<file path="config.mk">
export PLATFORM = sky130hd
export DESIGN_NAME = fixed_step_catchup_scheduler_core
export DESIGN_NICKNAME = d
export VERILOG_FILES = /design/src/rtl/fscs_pkg.sv /design/src/rtl/fscs_div.sv /design/src/rtl/fixed_step_catchup_scheduler_core.sv
export SDC_FILE = /design/constraint.sdc
export NUM_CORES = 1
export LEC_CHECK = 0
export BUFFER_PORTS_ARGS = -buffer_cell sky130_fd_sc_hd__buf_2
export CAP_MARGIN = 20
export CORE_MARGIN = 4
export CORE_UTILIZATION = 45
export DETAILED_ROUTE_END_ITERATION = 7
export PLACE_DENSITY = 0.77
export SETUP_SLACK_MARGIN = 0.5
export SYNTH_ARGS = -nofsm -noshare
export SYNTH_HDL_FRONTEND = slang
export SYNTH_SLANG_ARGS = --single-unit
</file>
<file path="constraint.sdc">
create_clock -name clock -period 2.9 [get_ports clock]
set_input_delay 0.145 -clock clock [delete_from_list [all_inputs] [get_ports clock]]
set_output_delay 0.145 -clock clock [all_outputs]
set_load 0.1 [all_outputs]
</file>
<file path="src/rtl/fscs_pkg.sv">
// ----------------------------------------------------------------------------
// fscs_pkg
// shared widths, codes and types of the catch-up scheduler
// ----------------------------------------------------------------------------
`timescale 1ns / 1ps
`default_nettype none

package fscs_pkg;

   localparam int ELAPSED_W  = 32;
   localparam int DUE_W      = 4;
   localparam int ACC_OUT_W  = 32;
   localparam int IVL_W      = 32;
   localparam int CSR_DATA_W = 32;
   localparam int CSR_ADDR_W = 3;
   localparam int CSR_IDX_W  = CSR_ADDR_W - 2;

   localparam logic [CSR_IDX_W-1:0] REG_INTERVAL = 1'b0;
   localparam logic [IVL_W-1:0]     IVL_RESET    = 32'd1000;

   localparam logic MODE_ADVANCE = 1'b0;
   localparam logic MODE_CLEAR   = 1'b1;

   typedef struct packed {
      logic busy;
      logic done;
   } div_status_type;

endpackage

`default_nettype wire

</file>
<file path="src/rtl/fscs_div.sv">
// ----------------------------------------------------------------------------
// fscs_div
// restoring divider, one quotient bit per cycle, saturating quotient
// ----------------------------------------------------------------------------
`timescale 1ns / 1ps
`default_nettype none

module fscs_div #(
   parameter int DVD_W = 33,
   parameter int DVS_W = 32,
   parameter int QMAX  = 8
) (
   input  logic                                  clock,
   input  logic                                  reset,
   input  logic                                  start,
   input  logic [DVD_W-1:0]                      dividend,
   input  logic [DVS_W-1:0]                      divisor,
   output fscs_pkg::div_status_type              status,
   output logic [DVS_W-1:0]                      remainder,
   output logic [$clog2(QMAX+1)-1:0]             quot_sat
);
   import fscs_pkg::*;

   localparam int QW    = $clog2(QMAX + 1);
   localparam int CNT_W = $clog2(DVD_W + 1);

   logic             busy_ff, busy_in;
   logic             done_ff, done_in;
   logic [CNT_W-1:0] cnt_ff, cnt_in;
   logic [DVD_W-1:0] dvd_ff, dvd_in;
   logic [DVS_W-1:0] dvs_ff, dvs_in;
   logic [DVS_W-1:0] rem_ff, rem_in;
   logic [QW-1:0]    q_ff, q_in;

   logic [DVS_W:0]   rem_sh;
   logic [DVS_W:0]   diff;
   logic             ge;
   logic [QW:0]      q2;

   always_comb begin
      rem_sh  = {rem_ff, dvd_ff[DVD_W-1]};
      diff    = rem_sh - {1'b0, dvs_ff};
      ge      = (rem_sh >= {1'b0, dvs_ff});
      q2      = {q_ff, ge};
      busy_in = busy_ff;
      done_in = 1'b0;
      cnt_in  = cnt_ff;
      dvd_in  = dvd_ff;
      dvs_in  = dvs_ff;
      rem_in  = rem_ff;
      q_in    = q_ff;
      if (start) begin
         busy_in = 1'b1;
         cnt_in  = CNT_W'(DVD_W);
         dvd_in  = dividend;
         dvs_in  = divisor;
         rem_in  = '0;
         q_in    = '0;
      end else if (busy_ff) begin
         dvd_in = dvd_ff << 1;
         rem_in = ge ? diff[DVS_W-1:0] : rem_sh[DVS_W-1:0];
         q_in   = (q2 >= (QW+1)'(QMAX)) ? QW'(QMAX) : q2[QW-1:0];
         cnt_in = cnt_ff - CNT_W'(1);
         if (cnt_ff == CNT_W'(1)) begin
            busy_in = 1'b0;
            done_in = 1'b1;
         end
      end
   end

   always_ff @(posedge clock) begin
      if (reset) begin
         busy_ff <= 1'b0;
         done_ff <= 1'b0;
      end else begin
         busy_ff <= busy_in;
         done_ff <= done_in;
      end
      cnt_ff <= cnt_in;
      dvd_ff <= dvd_in;
      dvs_ff <= dvs_in;
      rem_ff <= rem_in;
      q_ff   <= q_in;
   end

   assign status.busy = busy_ff;
   assign status.done = done_ff;
   assign remainder   = rem_ff;
   assign quot_sat    = q_ff;

endmodule

`default_nettype wire

</file>
<file path="src/rtl/fixed_step_catchup_scheduler_core.sv">
// ----------------------------------------------------------------------------
// fixed_step_catchup_scheduler_core
// fixed-timestep tick accumulator with capped catch-up count
// ----------------------------------------------------------------------------
//  channel | direction | handshake               | payload
//  req     | in        | req_valid / req_ready   | mode, elapsed_ticks
//  rsp     | out       | rsp_valid / rsp_ready   | generations_due, accumulated_after,
//          |           |                         | catchup_capped
//  csr     | in        | csr_psel / csr_penable  | interval_ticks at byte address 0
//
//  clear and zero-elapsed items: result set in hold registers, then output register
//  advance items: result from the bit-serial divider, then hold and output registers
//  reset (synchronous) clears the accumulator and sets the interval to 1000
//  req_ready is low from a transfer until its result moves to the output register
//  a stalled result holds in the output register while the next item runs
// ----------------------------------------------------------------------------
`timescale 1ns / 1ps
`default_nettype none

module fixed_step_catchup_scheduler_core #(
   parameter int MAX_CATCHUP = 8,
   parameter int TICK_BITS   = 32
) (
   input  logic                                 clock,
   input  logic                                 reset,
   input  logic                                 req_valid,
   output logic                                 req_ready,
   input  logic                                 req_mode,
   input  logic [fscs_pkg::ELAPSED_W-1:0]       req_elapsed_ticks,
   output logic                                 rsp_valid,
   input  logic                                 rsp_ready,
   output logic [fscs_pkg::DUE_W-1:0]           rsp_generations_due,
   output logic [fscs_pkg::ACC_OUT_W-1:0]       rsp_accumulated_after,
   output logic                                 rsp_catchup_capped,
   input  logic                                 csr_psel,
   input  logic                                 csr_penable,
   input  logic                                 csr_pwrite,
   input  logic [fscs_pkg::CSR_ADDR_W-1:0]      csr_paddr,
   input  logic [fscs_pkg::CSR_DATA_W-1:0]      csr_pwdata,
   output logic [fscs_pkg::CSR_DATA_W-1:0]      csr_prdata,
   output logic                                 csr_pready
);
   import fscs_pkg::*;

   localparam int AW = TICK_BITS + 1;
   localparam int QW = $clog2(MAX_CATCHUP + 1);
   localparam int WW = (AW > IVL_W) ? AW : IVL_W;
   localparam int OW = (AW > ACC_OUT_W) ? AW : ACC_OUT_W;
   localparam int CW = (QW > DUE_W) ? QW : DUE_W;
   localparam int EW = (TICK_BITS > ELAPSED_W) ? TICK_BITS : ELAPSED_W;
   localparam logic [IVL_W-1:0] IVL_MASK = (TICK_BITS >= IVL_W) ? '1 :
      IVL_W'((64'(1) << TICK_BITS) - 64'(1));

   typedef enum logic [1:0] {
      ST_IDLE,
      ST_DIV,
      ST_HOLD
   } state_type;

   state_type             state_ff, state_in;
   logic [AW-1:0]         acc_ff, acc_in;
   logic [IVL_W-1:0]      ivl_ff, ivl_in;
   logic [QW-1:0]         res_due_ff, res_due_in;
   logic [AW-1:0]         res_acc_ff, res_acc_in;
   logic                  res_cap_ff, res_cap_in;
   logic                  rsp_valid_ff, rsp_valid_in;
   logic [DUE_W-1:0]      rsp_due_ff, rsp_due_in;
   logic [ACC_OUT_W-1:0]  rsp_acc_ff, rsp_acc_in;
   logic                  rsp_cap_ff, rsp_cap_in;

   logic                  csr_wr;
   logic [CSR_IDX_W-1:0]  csr_idx;
   logic [IVL_W-1:0]      wdata_m;
   logic [EW-1:0]         elapsed_ext;
   logic [TICK_BITS-1:0]  elapsed_tb;
   logic [AW-1:0]         acc_sum;
   logic                  div_start;
   div_status_type        div_stat;
   logic [IVL_W-1:0]      div_rem;
   logic [QW-1:0]         div_quot;
   logic [WW-1:0]         rem_wide;
   logic [AW-1:0]         rem_acc;
   logic [CW-1:0]         due_wide;
   logic [OW-1:0]         acc_wide;

   assign csr_pready  = 1'b1;
   assign csr_wr      = csr_psel & csr_penable & csr_pwrite & csr_pready;
   assign csr_idx     = csr_paddr[CSR_ADDR_W-1:2];
   assign wdata_m     = csr_pwdata & IVL_MASK;
   assign csr_prdata  = (csr_idx == REG_INTERVAL) ? ivl_ff : '0;

   assign elapsed_ext = EW'(req_elapsed_ticks);
   assign elapsed_tb  = elapsed_ext[TICK_BITS-1:0];
   assign acc_sum     = acc_ff + AW'(elapsed_tb);
   assign rem_wide    = WW'(div_rem);
   assign rem_acc     = rem_wide[AW-1:0];
   assign due_wide    = CW'(res_due_ff);
   assign acc_wide    = OW'(res_acc_ff);

   fscs_div #(
      .DVD_W (AW),
      .DVS_W (IVL_W),
      .QMAX  (MAX_CATCHUP)
   ) u_div (
      .clock     (clock),
      .reset     (reset),
      .start     (div_start),
      .dividend  (acc_sum),
      .divisor   (ivl_ff),
      .status    (div_stat),
      .remainder (div_rem),
      .quot_sat  (div_quot)
   );

   always_comb begin
      state_in     = state_ff;
      acc_in       = acc_ff;
      ivl_in       = ivl_ff;
      res_due_in   = res_due_ff;
      res_acc_in   = res_acc_ff;
      res_cap_in   = res_cap_ff;
      rsp_valid_in = rsp_valid_ff;
      rsp_due_in   = rsp_due_ff;
      rsp_acc_in   = rsp_acc_ff;
      rsp_cap_in   = rsp_cap_ff;
      div_start    = 1'b0;
      if (csr_wr && (csr_idx == REG_INTERVAL) && (wdata_m != '0)) begin
         ivl_in = wdata_m;
      end
      if (rsp_valid_ff && rsp_ready) begin
         rsp_valid_in = 1'b0;
      end
      case (state_ff)
         ST_IDLE: begin
            if (req_valid) begin
               if (req_mode == MODE_CLEAR) begin
                  acc_in     = '0;
                  res_due_in = '0;
                  res_acc_in = '0;
                  res_cap_in = 1'b0;
                  state_in   = ST_HOLD;
               end else if (elapsed_tb == '0) begin
                  res_due_in = '0;
                  res_acc_in = acc_ff;
                  res_cap_in = 1'b0;
                  state_in   = ST_HOLD;
               end else begin
                  acc_in    = acc_sum;
                  div_start = 1'b1;
                  state_in  = ST_DIV;
               end
            end
         end
         ST_DIV: begin
            if (div_stat.done) begin
               acc_in     = rem_acc;
               res_acc_in = rem_acc;
               res_due_in = div_quot;
               res_cap_in = (div_quot == QW'(MAX_CATCHUP));
               state_in   = ST_HOLD;
            end
         end
         ST_HOLD: begin
            if (!rsp_valid_ff || rsp_ready) begin
               rsp_valid_in = 1'b1;
               rsp_due_in   = due_wide[DUE_W-1:0];
               rsp_acc_in   = acc_wide[ACC_OUT_W-1:0];
               rsp_cap_in   = res_cap_ff;
               state_in     = ST_IDLE;
            end
         end
         default: begin
            state_in = ST_IDLE;
         end
      endcase
   end

   always_ff @(posedge clock) begin
      if (reset) begin
         state_ff     <= ST_IDLE;
         acc_ff       <= '0;
         ivl_ff       <= IVL_RESET;
         rsp_valid_ff <= 1'b0;
      end else begin
         state_ff     <= state_in;
         acc_ff       <= acc_in;
         ivl_ff       <= ivl_in;
         rsp_valid_ff <= rsp_valid_in;
      end
      res_due_ff <= res_due_in;
      res_acc_ff <= res_acc_in;
      res_cap_ff <= res_cap_in;
      rsp_due_ff <= rsp_due_in;
      rsp_acc_ff <= rsp_acc_in;
      rsp_cap_ff <= rsp_cap_in;
   end

   assign req_ready             = (state_ff == ST_IDLE);
   assign rsp_valid             = rsp_valid_ff;
   assign rsp_generations_due   = rsp_due_ff;
   assign rsp_accumulated_after = rsp_acc_ff;
   assign rsp_catchup_capped    = rsp_cap_ff;

endmodule

`default_nettype wire

</file>
; Word-level counts from Yosys, hierarchy flattened
; Index checks and enable logic that the tools add are counted.
[word_totals]
romBits = 0
ff_bits = 251
mem_bits_rw = 0
latchBits = 0
output_inout_bits = 72
mem_count = 0
[op_classes]
bitwise_logic = 4
div_mod_pow = 0
addsub = 3
order_cmp = 2
n_mul = 0
n_shift = 0
reduce_logical = 15
n_eq_ne = 9
n_mux = 41
[op_table]
columns = cell, count
row1 = $mux W33, 6
row2 = $mux W32, 5
row3 = $pmux W33 S2, 1
row4 = $pmux W32 S2, 1
row5 = $add A33 B32 Y33, 1
row6 = $ge A33 B32 Y1, 1
row7 = $logic_not A32 Y1, 1
row8 = $reduce_bool A32 Y1, 1
row9 = $sub A32 B32 Y32, 1
row10 = $mux W4, 5
row11 = $mux W1, 15
row12 = $mux W2, 5
row13 = $pmux W4 S2, 1
row14 = $reduce_and A4 Y1, 2
row15 = $eq A6 B1 Y1 const B, 1
row16 = $pmux W2 S3, 1
row17 = $sub A6 B1 Y6 const B, 1
row18 = $ge A5 B4 Y1 const B, 1
row19 = $eq A4 B4 Y1 const B, 1
row20 = $ne A2 B2 Y1 const B, 2
row21 = $reduce_bool A2 Y1, 2
row22 = $logic_and A1 B1 Y1, 3
row23 = $ne A3 B1 Y1 const B, 1
row24 = $ne A3 B3 Y1 const B, 1
row25 = other kinds (12), 14

; Logic depth before layout (Yosys ltp)
; Gate-level depths: netlist of run 1.
[depth]
depth_word = 6
ltp_mapped = 13
depth_no_buf = 12

; Hierarchy
; A second synthesis of run 1 with hierarchy kept.
[hier_totals]
cells_unflattened = 1372
area_unflattened_um2 = 13669.4
[modules_own_cells]
columns = module, area_each_um2, instances, cells_per_inst, seq_area_each_um2
row1 = fixed_step_catchup_scheduler_core, 7598.5, 1, 778, 3583.4
row2 = fscs_div, 6070.8, 1, 594, 2832.7

; Worst setup path before layout of run 1
; Ideal clock, no wire load.
[synth_timing]
path_type = in2reg
from = input req_elapsed_ticks[25] (netlist name)
to = register state_ff[1]
stages = 7
setup_slack_ns = -0.138
n_path_buf = 0
arrival_ns = 2.972
cell_sequence = nor4_1 -> nand4_1 -> nor2_1 -> o21ai_0 -> a21oi_1 -> o21ba_2 -> nor2_1
[synth_between]
elab_chain_len = 5
[synth_lines]
columns = element, line
row1 = from (decl), fixed_step_catchup_scheduler_core.sv:29  ; input logic [fscs_pkg::ELAPSED_W-1:0] req_elapsed_ticks,
row2 = $logic_not A32 Y1, fixed_step_catchup_scheduler_core.sv:142  ; end else if (elapsed_tb == '0) begin
row3 = $mux W2, fixed_step_catchup_scheduler_core.sv:142
row4 = $mux W2, fixed_step_catchup_scheduler_core.sv:136  ; if (req_mode == MODE_CLEAR) begin
row5 = $mux W2, fixed_step_catchup_scheduler_core.sv:135  ; if (req_valid) begin
row6 = $pmux W2 S3, fixed_step_catchup_scheduler_core.sv:133  ; case (state_ff)
row7 = to (signal assigned), fixed_step_catchup_scheduler_core.sv:185  ; state_ff <= state_in;
row8 = to (decl), fixed_step_catchup_scheduler_core.sv:60  ; state_type state_ff, state_in;
; No other way between the ends. The select of a mux whose other input is x is not followed.
; A chain may end at the register's enable or synchronous reset.

; Final worst setup path of run 1
[layout_timing]
from = register u_div.dvd_ff[32]
to = register u_div.rem_ff[30], in the netlist u_div.remainder[30]
[layout_between]
elab_chain_len = 2
[layout_lines]
columns = element, line
row1 = from (decl), fscs_div.sv:30  ; logic [DVD_W-1:0] dvd_ff, dvd_in;
row2 = from (signal assigned), fscs_div.sv:80  ; dvd_ff <= dvd_in;
row3 = $sub A32 B32 Y32 or $ge A33 B32 Y1 (tied branches), "fscs_div.sv:42, fscs_div.sv:43"
row4 = $mux W32 *, fscs_div.sv:61  ; rem_in = ge ? diff[DVS_W-1:0] : rem_sh[DVS_W-1:0];
row5 = to (signal assigned), fscs_div.sv:82  ; rem_ff <= rem_in;
row6 = to (decl), fscs_div.sv:32  ; logic [DVS_W-1:0] rem_ff, rem_in;
; Every way passes the cells marked *; elsewhere a longest branch is shown, timed or not.

==> flow_metrics.py, run 1 <==
metrics = {
    "timing": {
        "max_slew_margin_pct": 37.36,
        "period_share_pct": 96.52,
        "hold_viol": 0,
        "setup_viol": 0,
        "clock_skew_ns": 0.01374,
        "finalHoldWorstSlack_ns": 0.09815,
        "clock.fmax_mhz": 357.2,
        "fin_crit_ns": 2.799,
        "tns_ns": 0,
        "tightest_slew_ns": 0.9397,
        "drv_slew": 0,
        "rsz0062_at_grt": "true",
    },
    "global_route": {
        "grt_pass1_wl_um": 57500,
        "antenna_found_initial": 0,
        "grt_overflow": 0,
        "grt_max_degree": 70,
        "grt_pass1_vias": 11171,
        "grt_usage_pct": 21.21,
    },
    "cells_and_area": {
        "area_growth_pct": 33.22,
        "stdcell_count": 2039,
        "fin_util_pct": 61.14,
        "drive_above_1_share_pct": 29.85,
        "nets": 1780,
        "diodes": 0,
    },
    "synthesis": {
        "synth-xor-area-share_pct": 3.298,
        "ys.flop_type": "edfxtp_1",
        "synth_cells": 1362,
        "synth_cell_types": 73,
        "netlist_area_sq_um": 13280,
        "syn-num-nets": 1505,
        "muxShareOfSynthArea_pct": 3.920,
        "synth_top_area_cell": "edfxtp_1",
        "syn_area_per_cell_sq_um": 9.750,
        "synthSimpleGateAreaFrac_pct": 16.88,
        "synth_compound_area_share_pct": 17.24,
        "synth_fa_ha_area_share_pct": 6.520,
        "synthArstFlopShare_pct": 0,
        "yosysMostFrequentCell": "nand2_1",
        "synth_top_family_by_area": "compound AO/OA/AOI/OAI gates",
        "synthTopCellsByCount": "162 x nand2_1, 139 x edfxtp_1, 112 x dfxtp_1",
        "ys_warn_count": 0,
        "ys_seq_area_share_pct": 48.32,
        "synth-seq-cells": 251,
        "yosys.area.top_type_share_pct": 31.43,
        "synth_edf_count": 139,
        "ys_top_cells_by_area": "edfxtp_1 31%, dfxtp_1 17%, ha_1 6.2%",
    },
    "clock_tree": {
        "clk-insertion-delay-late_ns": 0.52,
        "clock-sinks": 251,
        "clkTransAtPathRegs_ns": 0.06,
        "numCtsBuffers": 25,
        "tritoncts": "done",
        "cts_buffer_depth": 3,
        "cts_root_buffer": "clkbuf_16",
        "htreeDepth": 1,
    },
    "floorplan": {
        "pin_count": 147,
        "placementRows": 62,
        "start_util_pct": 45.89,
        "fp.dieW_um": 179.8,
        "coreArea_sq_um": 28940,
        "die_area_sq_um": 32320,
        "die_h_um": 179.8,
    },
    "routing": {
        "ant_nets": 0,
        "drtIter0Drc": 886,
        "drc": 0,
        "firstDrtPassIters": 7,
        "routedWlPerCell_um": 17.95,
        "num_vias": 11504,
        "routed_wl_um": 36610,
        "vias_per_cell": 5.642,
    },
    "min_path": {
        "holdCritPathClass": "primary input to register",
    },
    "placed_design": {
        "dp_cells": 1903,
        "place_hpwl_um": 25020,
        "place_congestion": 0.9398,
        "portBuffers": 143,
    },
    "worst_setup_path": {
        "crit_buf_inv": 1,
        "worstPathRequired_ns": 3.34,
        "cp_data_arrival_time_ns": 3.24,
        "critPathLaunchType": "register",
        "crit_fanout": 3,
        "crit_chain": "inv_2 > ha_4 > fa_2 > nor2b_2 > o31a_1 > a2111oi_4 > nor2_2 > a211o_1 > a311oi_2 > xnor2_1 > o21ai_1 > a31oi_1",
        "path_class": "register to register",
        "setup.worst_path.end_class": "register",
        "cp_slowest_cell": "edfxtp_1",
        "critPathTopFamily": "compound AO/OA/AOI/OAI gates",
        "cpPeakStageDelay_ns": 0.47,
    },
    "power": {
        "p_leak_uw": 0.007401,
        "ir_worst_vdd_v": 0.0005341,
        "internal-power_uw": 8837,
        "cellPowerDensity_nw_per_um2": 773.5,
        "switching_share_pct": 35.42,
        "seq_power_share_pct": 34.3,
        "power_uw": 13680,
        "combPwrFrac_pct": 41.5,
        "p_clk_share_pct": 24.2,
        "p_switching_uw": 4847,
    },
    "flow_run": {
        "drv_cap": 0,
    },
    "run_status": {
        "status": "completed",
    },
}
## registers in the layout, indices dropped and copies added, names as in the netlist, 2 cells and up
register,flops
u_div.dvs_ff,32
u_div.quot_sat,4
acc_wide,32
state_ff,2
due_wide,4
ivl_ff,32
rsp_generations_due,4
u_div.remainder,32
u_div.cnt_ff,6
rsp_accumulated_after,32
u_div.dvd_ff,33
acc_ff,33
## kinds of logic after synthesis
family,count (synthesis)
xor gates and xnor gates,50
buffers and inverters,128
DFF,251
and+or+nand+nor,464
other,1
AOI/OAI and AO/OA,348
muxes,52
adders and majority gates,68
## worst paths after layout
path / from / end / slack [ns] / cells past startpoint
min: req_elapsed_ticks[0] / u_div.dvd_ff[0]$_SDFFCE_PN0P_ / 0.1 / 4
max reg2reg: u_div.dvd_ff[32]$_DFFE_PP_ / u_div.remainder[30]$_SDFFE_PP0P_ / 0.10 / 12
min reg2reg: due_wide[2]$_SDFFCE_PN0P_ / rsp_generations_due[2]$_DFFE_PP_ / 0.42 / 0
max: u_div.dvd_ff[32]$_DFFE_PP_ / u_div.remainder[30]$_SDFFE_PP0P_ / 0.10 / 12
## power groups by stage
| stage | Clock [uW] | Combinational, uW | Sequential (uW) |
|---|---|---|---|
| 6_report | 3320 | 5670 | 4690 |
| 2_1_floorplan | 0 | 3020 | 4680 |
| 5_1_grt | 3520 | 6110 | 4730 |
| 3_5_place_dp | 0 | 4470 | 4700 |
| 3_3_place_gp | 0 | 4380 | 4680 |
| 4_1_cts | 3370 | 5200 | 4640 |
## cell type report
type | count | area [sq um]
Sequential cell | 251 | 6442
Tap cell | 384 | 480.5
Timing Repair Buffer | 312 | 2252
Inverter | 64 | 240.2
Clock buffer | 35 | 703.2
Clock inverter | 10 | 136.4
Fill cell | 2263 | 11240
Multi-Input combinational cell | 983 | 7436
## timing repair
action / in CTS / in global routing
setup endpoints to repair: 65 / 73
hold buffers: 34 / 0
cloned: 3 / 0
setup buffers: 33 / 21
pin swaps: 54 / 75
hold endpoints to repair: 34 / 0
gates resized for setup: 117 / 77
## layer usage
metal / part of all wire (%) / track usage (%)
met2: 46 / 34.54
met3: 7.7 / 3.112
met4: 2.3 / 6.126
met5: 0 / 0
met1: 44 / 29.64
## placed cells by master, fill, tap and decap left out, types with 7 or more instances in the layout
cell type and count:
a21o_1 23, dfxtp_2 18, a31oi_1 30, o21ai_2 7, nor4_1 16, nand2b_1 14, xor2_1 20, a211o_1 9
a22o_1 33, mux2i_1 48, a21oi_2 17, dlygate4sd3_1 34, buf_6 16, xnor2_1 25, a211oi_2 9, a21oi_1 75
o21a_1 11, nor2_1 92, inv_1 56, buf_4 111, ha_4 34, o21ai_0 59, inv_2 8, o21ai_1 13
buf_2 143, edfxtp_1 139, nand3_1 50, dfxtp_1 93, ha_1 28, nor3_1 12, nand2_1 156, nor2b_1 37
nand4_1 15, clkbuf_16 25
## worst reg2reg max path, cell delays in order, from the launching register on
cell       delay [ns]
edfxtp_1         0.47
inv_2            0.11
ha_4             0.14
fa_2             0.20
nor2b_2          0.05
o31a_1           0.28
a2111oi_4        0.45
nor2_2           0.10
a211o_1          0.30
a311oi_2         0.23
xnor2_1          0.15
o21ai_1          0.08
a31oi_1          0.16
## metrics by stage
stage                     setup WS, ns  area [sq um]
final                           0.1008         17690
after global routing           0.02234         17690
after CTS                       0.1177         17160
after detailed placement       0.03964         15050
after global placement         0.09426         15050
after floorplan                 0.3362         13440
(Power assumes the default switching activity.)
==> run 2, diff against run 1 <==
CORE_ASPECT_RATIO = 1.25   (was not set)
==> flow_metrics.py, run 2 (synthesis gave the netlist of run 1 again) <==
metrics = {
    "power": {
        "ir_worst_vdd_v": 0.0004188,
        "cellPowerDensity_nw_per_um2": 765.8,
        "power_uw": 13450,
        "p_leak_uw": 0.007401,
    },
    "routing": {
        "firstDrtPassIters": 7,
        "num_vias": 11558,
        "drc": 0,
        "vias_per_cell": 5.619,
        "routed_wl_um": 36820,
        "drtIter0Drc": 873,
        "routedWlPerCell_um": 17.90,
        "ant_nets": 0,
    },
    "clock_tree": {
        "cts_root_buffer": "clkbuf_16",
        "clock-sinks": 251,
        "cts_buffer_depth": 3,
        "clkTransAtPathRegs_ns": 0.06,
        "tritoncts": "done",
        "htreeDepth": 1,
        "clk-insertion-delay-late_ns": 0.52,
        "numCtsBuffers": 24,
    },
    "timing": {
        "clock.fmax_mhz": 351.7,
        "period_share_pct": 98.05,
        "tightest_slew_ns": 0.8366,
        "drv_slew": 0,
        "setup_viol": 0,
        "hold_viol": 0,
        "fin_ws_ns": 0.05645,
        "finalHoldWorstSlack_ns": 0.01796,
        "clock_skew_ns": 0.008698,
        "fin_crit_ns": 2.844,
        "max_slew_margin_pct": 44.22,
        "rsz0062_at_grt": "true",
    },
    "cells_and_area": {
        "area_growth_pct": 32.26,
        "drive_above_1_share_pct": 29.08,
        "mostFrequentLayoutCells": "160 x nand2_1, 143 x buf_2, 139 x edfxtp_1, 121 x buf_4, 97 x dfxtp_1",
        "num-fill-cells": 2296,
        "nets": 1786,
        "diodes": 0,
        "reg_top3": "acc_ff (33), u_div.dvd_ff (33)",
        "layout_commonest_cell": "nand2_1",
    },
    "global_route": {
        "grtUsageMet2_pct": 38.34,
        "grt.busiest_layer": "met2",
        "use_met3_pct": 2.218,
        "grt_overflow": 0,
        "grt_max_degree": 71,
        "grt_pass1_vias": 11430,
        "antenna_found_initial": 0,
        "grt_usage_pct": 21.47,
        "grt_pass1_wl_um": 57040,
        "grtUsageMet1_pct": 26.49,
    },
    "worst_setup_path": {
        "critPathLaunchType": "register",
        "rrSetupSlack_ns": 0.06,
        "path_class": "register to register",
        "cpPeakStageDelay_ns": 0.46,
        "setup.worst_path.end_class": "register",
        "path_common_cell": "buf_4",
        "worstPathRequired_ns": 3.28,
        "cp_slowest_cell": "edfxtp_1",
        "cp_data_arrival_time_ns": 3.22,
        "r2r_cells": 15,
        "crit_buf_inv": 5,
        "rr_endpoint": "u_div.remainder[15]$_SDFFE_PP0P_",
        "crit_fanout": 7,
        "critPathTopFamily": "compound AO/OA/AOI/OAI gates",
        "crit_chain": "inv_2 > ha_4 > buf_4 > nor2b_4 > o2111ai_2 > a31oi_2 > o21a_1 > a211oi_2 > buf_4 > nor3_4 > nor2_4 > buf_6 > buf_12 > mux2i_4 > a21oi_1",
        "worstReg2RegStart": "u_div.dvd_ff[32]$_DFFE_PP_",
    },
    "floorplan": {
        "start_util_pct": 45.53,
        "die_h_um": 200.1,
        "placementRows": 70,
        "pin_count": 147,
        "fp.dieW_um": 161.6,
        "coreArea_sq_um": 29170,
        "die_area_sq_um": 32340,
    },
    "placed_design": {
        "place_hpwl_um": 24730,
        "portBuffers": 143,
        "place_congestion": 0.9680,
        "dpl_worst_slack_ns": 0.02887,
    },
    "run_status": {
        "status": "completed",
    },
    "min_path": {
        "hold_depth": 4,
        "hp-start": "csr_pwdata[6]",
        "hold_path_end": "ivl_ff[6]$_SDFFE_PP1P_",
        "holdCritPathClass": "primary input to register",
    },
    "flow_run": {
        "drv_cap": 0,
    },
}
-- run 2: changes by cell type in the layout (fill, tap and decap cells not counted), moves of 4 or more --
cell,change
buf_4,+10
ha_1,+8
ha_4,-8
dfxtp_2,-7
clkbuf_1,+5
dfxtp_1,+4
nand2_1,+4
o21ai_0,-4
o21ai_1,+4
-- run 2: cell type report --
class / instances / area (sq um) / area share (%)
multi-input cells: 983 / 7327 / 41.72
flip-flops and latches: 251 / 6445 / 36.70
well taps: 396 / 495.5 / 2.821
inverters: 64 / 240.2 / 1.368
repair buffers: 319 / 2285 / 13.01
clock buffers: 38 / 705.7 / 4.018
clock inverters: 6 / 65.06 / 0.3704
-- run 2: worst max path at each step --
stage / slack, ns / end / startpoint / cells past startpoint
2_1_floorplan: 0.34 / u_div.remainder[11]$_SDFFE_PP0P_ / u_div.dvs_ff[1]$_DFFE_PP_ / 12
3_3_place_gp: 0.08 / u_div.remainder[30]$_SDFFE_PP0P_ / u_div.dvd_ff[32]$_DFFE_PP_ / 12
3_5_place_dp: 0.03 / u_div.remainder[30]$_SDFFE_PP0P_ / u_div.dvd_ff[32]$_DFFE_PP_ / 12
4_1_cts: 0.03 / u_div.remainder[30]$_SDFFE_PP0P_ / u_div.dvd_ff[32]$_DFFE_PP_ / 12
5_1_grt: -0.11 / u_div.remainder[28]$_SDFFE_PP0P_ / u_div.dvd_ff[32]$_DFFE_PP_ / 13
6_report: 0.06 / u_div.remainder[15]$_SDFFE_PP0P_ / u_div.dvd_ff[32]$_DFFE_PP_ / 15
-- run 2: per-layer routing --
layer  routed length (um)  vias up
met4                 1588        0
li1                     -     5518
met2                18130      456
met5                    0        -
met1                15030     5465
met3                 2078      119
-- run 2: power breakdown --
part / total (uW) / internal (uW) / switching [uW]
combinational: 5760 / 2650 / 3110
sequential: 4610 / 4220 / 382
clock: 3080 / 1770 / 1310
total: 13400 / 8640 / 4810
-- run 2: what timing repair did --
| action | CTS | global route |
|---|---|---|
| buffers inserted | 32 | 19 |
| pin swaps | 68 | 73 |
| gates cloned | 2 | 1 |
| endpoints found under the hold margin | 33 | 0 |
| hold buffers | 33 | 0 |
| gates resized for setup | 102 | 75 |
| setup endpoints to repair | 67 | 105 |
-- run 2: worst min-delay path, cell delays in order --
cell     delay (ns)
buf_2          0.09
inv_1          0.04
nor2_1         0.11
a211o_1        0.11
-- run 2: stage by stage --
stage          instance area [sq um]  setup TNS [ns]  cells  utilization (%)
2_1_floorplan                  13440               0   1362                -
3_3_place_gp                   15130               0   1926            51.88
3_5_place_dp                   15130               0   1926            51.88
4_1_cts                        17040               0   2037            58.44
5_1_grt                        17560         -0.6649   2057            60.22
6_report                       17560               0   2057            60.22
==> run 3, diff against run 2 <==
ABC_AREA = 1   (was not set)
==> flow_metrics.py, run 3 <==
metrics = {
    "run_status": {
        "status": "completed",
    },
    "synthesis": {
        "synth-seq-cells": 251,
        "synthTopCellsByCount": "707 x nand2_1, 372 x inv_1, 223 x nor2_1",
        "ys_top_cells_by_area": "edfxtp_1 28%, nand2_1 18%, dfxtp_1 15%",
        "syn-num-nets": 2305,
        "synth_cells": 2162,
        "synth_edf_count": 139,
        "synth_cell_types": 41,
        "yosysMostFrequentCell": "nand2_1",
        "yosys.area.top_type_share_pct": 27.67,
        "ys_warn_count": 0,
        "synthArstFlopShare_pct": 0,
        "ys.flop_type": "edfxtp_1",
        "synth_top_area_cell": "edfxtp_1",
        "syn_area_per_cell_sq_um": 6.977,
        "netlist_area_sq_um": 15080,
        "ys_seq_area_share_pct": 42.53,
    },
    "worst_setup_path": {
        "critPathLaunchType": "register",
        "cp_data_arrival_time_ns": 2.72,
        "crit_chain": "ha_1 > fa_2 > inv_1 > nand3_1 > nand3_2 > nand3_1 > nand2_1 > nand2_1 > nand2_1 > nand2_1 > nand2_1 > nand2_1 > nand3_1 > nand2_1",
        "path_common_cell": "nand2_1",
        "cpPeakStageDelay_ns": 0.46,
        "crit_fanout": 3,
        "worstPathRequired_ns": 3.35,
        "setup.worst_path.end_class": "register",
        "cp_slowest_cell": "edfxtp_1",
        "path_class": "register to register",
    },
    "timing": {
        "max_slew_margin_pct": 44.58,
        "tns_ns": 0,
        "drv_slew": 0,
        "rsz0062_at_grt": "false",
        "clock_skew_ns": 0.01788,
        "tightest_slew_ns": 0.8312,
        "setup_viol": 0,
        "fin_crit_ns": 2.274,
        "clock.fmax_mhz": 439.8,
        "hold_viol": 0,
        "period_share_pct": 78.40,
    },
    "routing": {
        "routed_wl_um": 44590,
        "drtIter0Drc": 1141,
        "num_vias": 14133,
        "ant_nets": 0,
        "drc": 0,
        "vias_per_cell": 5.093,
        "routedWlPerCell_um": 16.07,
        "firstDrtPassIters": 7,
    },
    "cells_and_area": {
        "design_area_sq_um": 17990,
        "nets": 2481,
        "mostFrequentLayoutCells": "693 x nand2_1, 365 x inv_1, 211 x nor2_1, 170 x nand3_1, 143 x buf_2",
        "reg_top3": "acc_ff (33), u_div.dvd_ff (33)",
        "area_growth_pct": 19.29,
        "diodes": 0,
        "drive_above_1_share_pct": 13.32,
        "num-fill-cells": 3088,
        "layout_commonest_cell": "nand2_1",
    },
    "placed_design": {
        "postPlaceCellArea_sq_um": 16290,
        "place_congestion": 0.9315,
        "portBuffers": 143,
        "place_hpwl_um": 33440,
    },
    "floorplan": {
        "die_h_um": 212.7,
        "pin_count": 147,
        "die_area_sq_um": 36530,
        "fp.dieW_um": 171.8,
        "placementRows": 74,
        "start_util_pct": 45.89,
        "coreArea_sq_um": 32870,
    },
    "clock_tree": {
        "clock-sinks": 251,
        "cts_buffer_depth": 3,
        "clk-insertion-delay-late_ns": 0.56,
        "clkTransAtPathRegs_ns": 0.07,
        "cts_root_buffer": "clkbuf_16",
        "numCtsBuffers": 25,
        "tritoncts": "done",
        "htreeDepth": 1,
    },
    "global_route": {
        "grt_pass1_vias": 13151,
        "antenna_found_initial": 0,
        "grt_pass1_wl_um": 68110,
        "grt_overflow": 0,
        "grt_usage_pct": 23.43,
        "grt_max_degree": 52,
    },
    "flow_run": {
        "drv_cap": 0,
    },
    "power": {
        "p_leak_uw": 0.008923,
        "cellPowerDensity_nw_per_um2": 573.9,
        "ir_worst_vdd_v": 0.0004068,
    },
    "min_path": {
        "holdCritPathClass": "primary input to register",
    },
}
==> run 3: cell count changes in the layout (fill, tap and decap cells not counted), sizes merged, moves of 33 or more <==
cell	change
a22o	-33
nor2	+125
buf	-114
mux2i	-52
nand2	+551
nor2b	-41
nand3	+121
inv	+334
==> run 3: repair_timing <==
action                                 in CTS  in global routing
hold buffers                               34                  0
resized for setup                           9                 72
gates cloned                                0                  2
buffers inserted                            0                  5
endpoints found under the hold margin      34                  0
pin swaps                                   0                  7
setup endpoints to repair                  33                130
==> run 3: cells by family after synthesis <==
family,synth area share (%)
xor+xnor,1.742
simple gates,31.56
fa+ha+maj,5.740
other cells,0.02486
flops,42.53
compound gates,6.785
buf+inv,11.61
==> run 3: through the flow <==
step	std cells	hold slack, ns	utilization (%)	setup WS [ns]	power, uW
after floorplan	2162	0.2711	-	0.09724	6199
after global placement	2687	0.3752	49.57	0.4665	6778
after detailed placement	2687	0.3801	49.57	0.3940	6835
after CTS	2767	0.01506	53.37	0.5025	10300
after global routing	2775	0.05244	54.75	0.4886	10830
final	2775	0.03110	54.75	0.6264	10330
==> run 3: final timing paths <==
check / end / slack [ns] / from / cells after the start
max: u_div.remainder[28]$_SDFFE_PP0P_ / 0.63 / u_div.dvs_ff[0]$_DFFE_PP_ / 14
min: acc_ff[0]$_SDFFE_PP0P_ / 0.03 / reset / 3
max reg2reg: u_div.remainder[28]$_SDFFE_PP0P_ / 0.63 / u_div.dvs_ff[0]$_DFFE_PP_ / 14
min reg2reg: rsp_generations_due[1]$_DFFE_PP_ / 0.42 / due_wide[1]$_SDFFCE_PN0P_ / 0
==> run 3: report_power, final <==
part           leakage [uW]  internal (uW)  switching (uW)
clock              0.000414           1940            1490
sequential          0.00222           4170             197
combinational       0.00628            752            1770
==> run 3: area by class of cell <==
type                            instances  area, sq um  share of cell area (%)
Multi-Input combinational cell       1459         7328                   40.72
Clock inverter                         18        220.2                   1.224
Sequential cell                       251         6416                   35.66
Clock buffer                           28        656.9                   3.650
Tap cell                              418        523.0                   2.906
Inverter                              396         1491                   8.288
Timing Repair Buffer                  205         1359                   7.551
==> run 3: critical path: cells and delay by family (launching register included) <==
| family | cells | cell delay, ns |
|---|---|---|
| fa+ha+maj | 2 | 0.65 |
| flops | 1 | 0.46 |
| simple gates | 11 | 0.96 |
| buf+inv | 1 | 0.09 |
==> run 3: per-layer routing <==
layer | global-route usage [%] | vias up | part of all wire (%)
met3 | 3.537 | 93 | 6.4
met2 | 38.97 | 467 | 47
met4 | 11.44 | 0 | 5.7
li1 | - | 7128 | -
met5 | 0 | - | 0
met1 | 29.83 | 6445 | 41
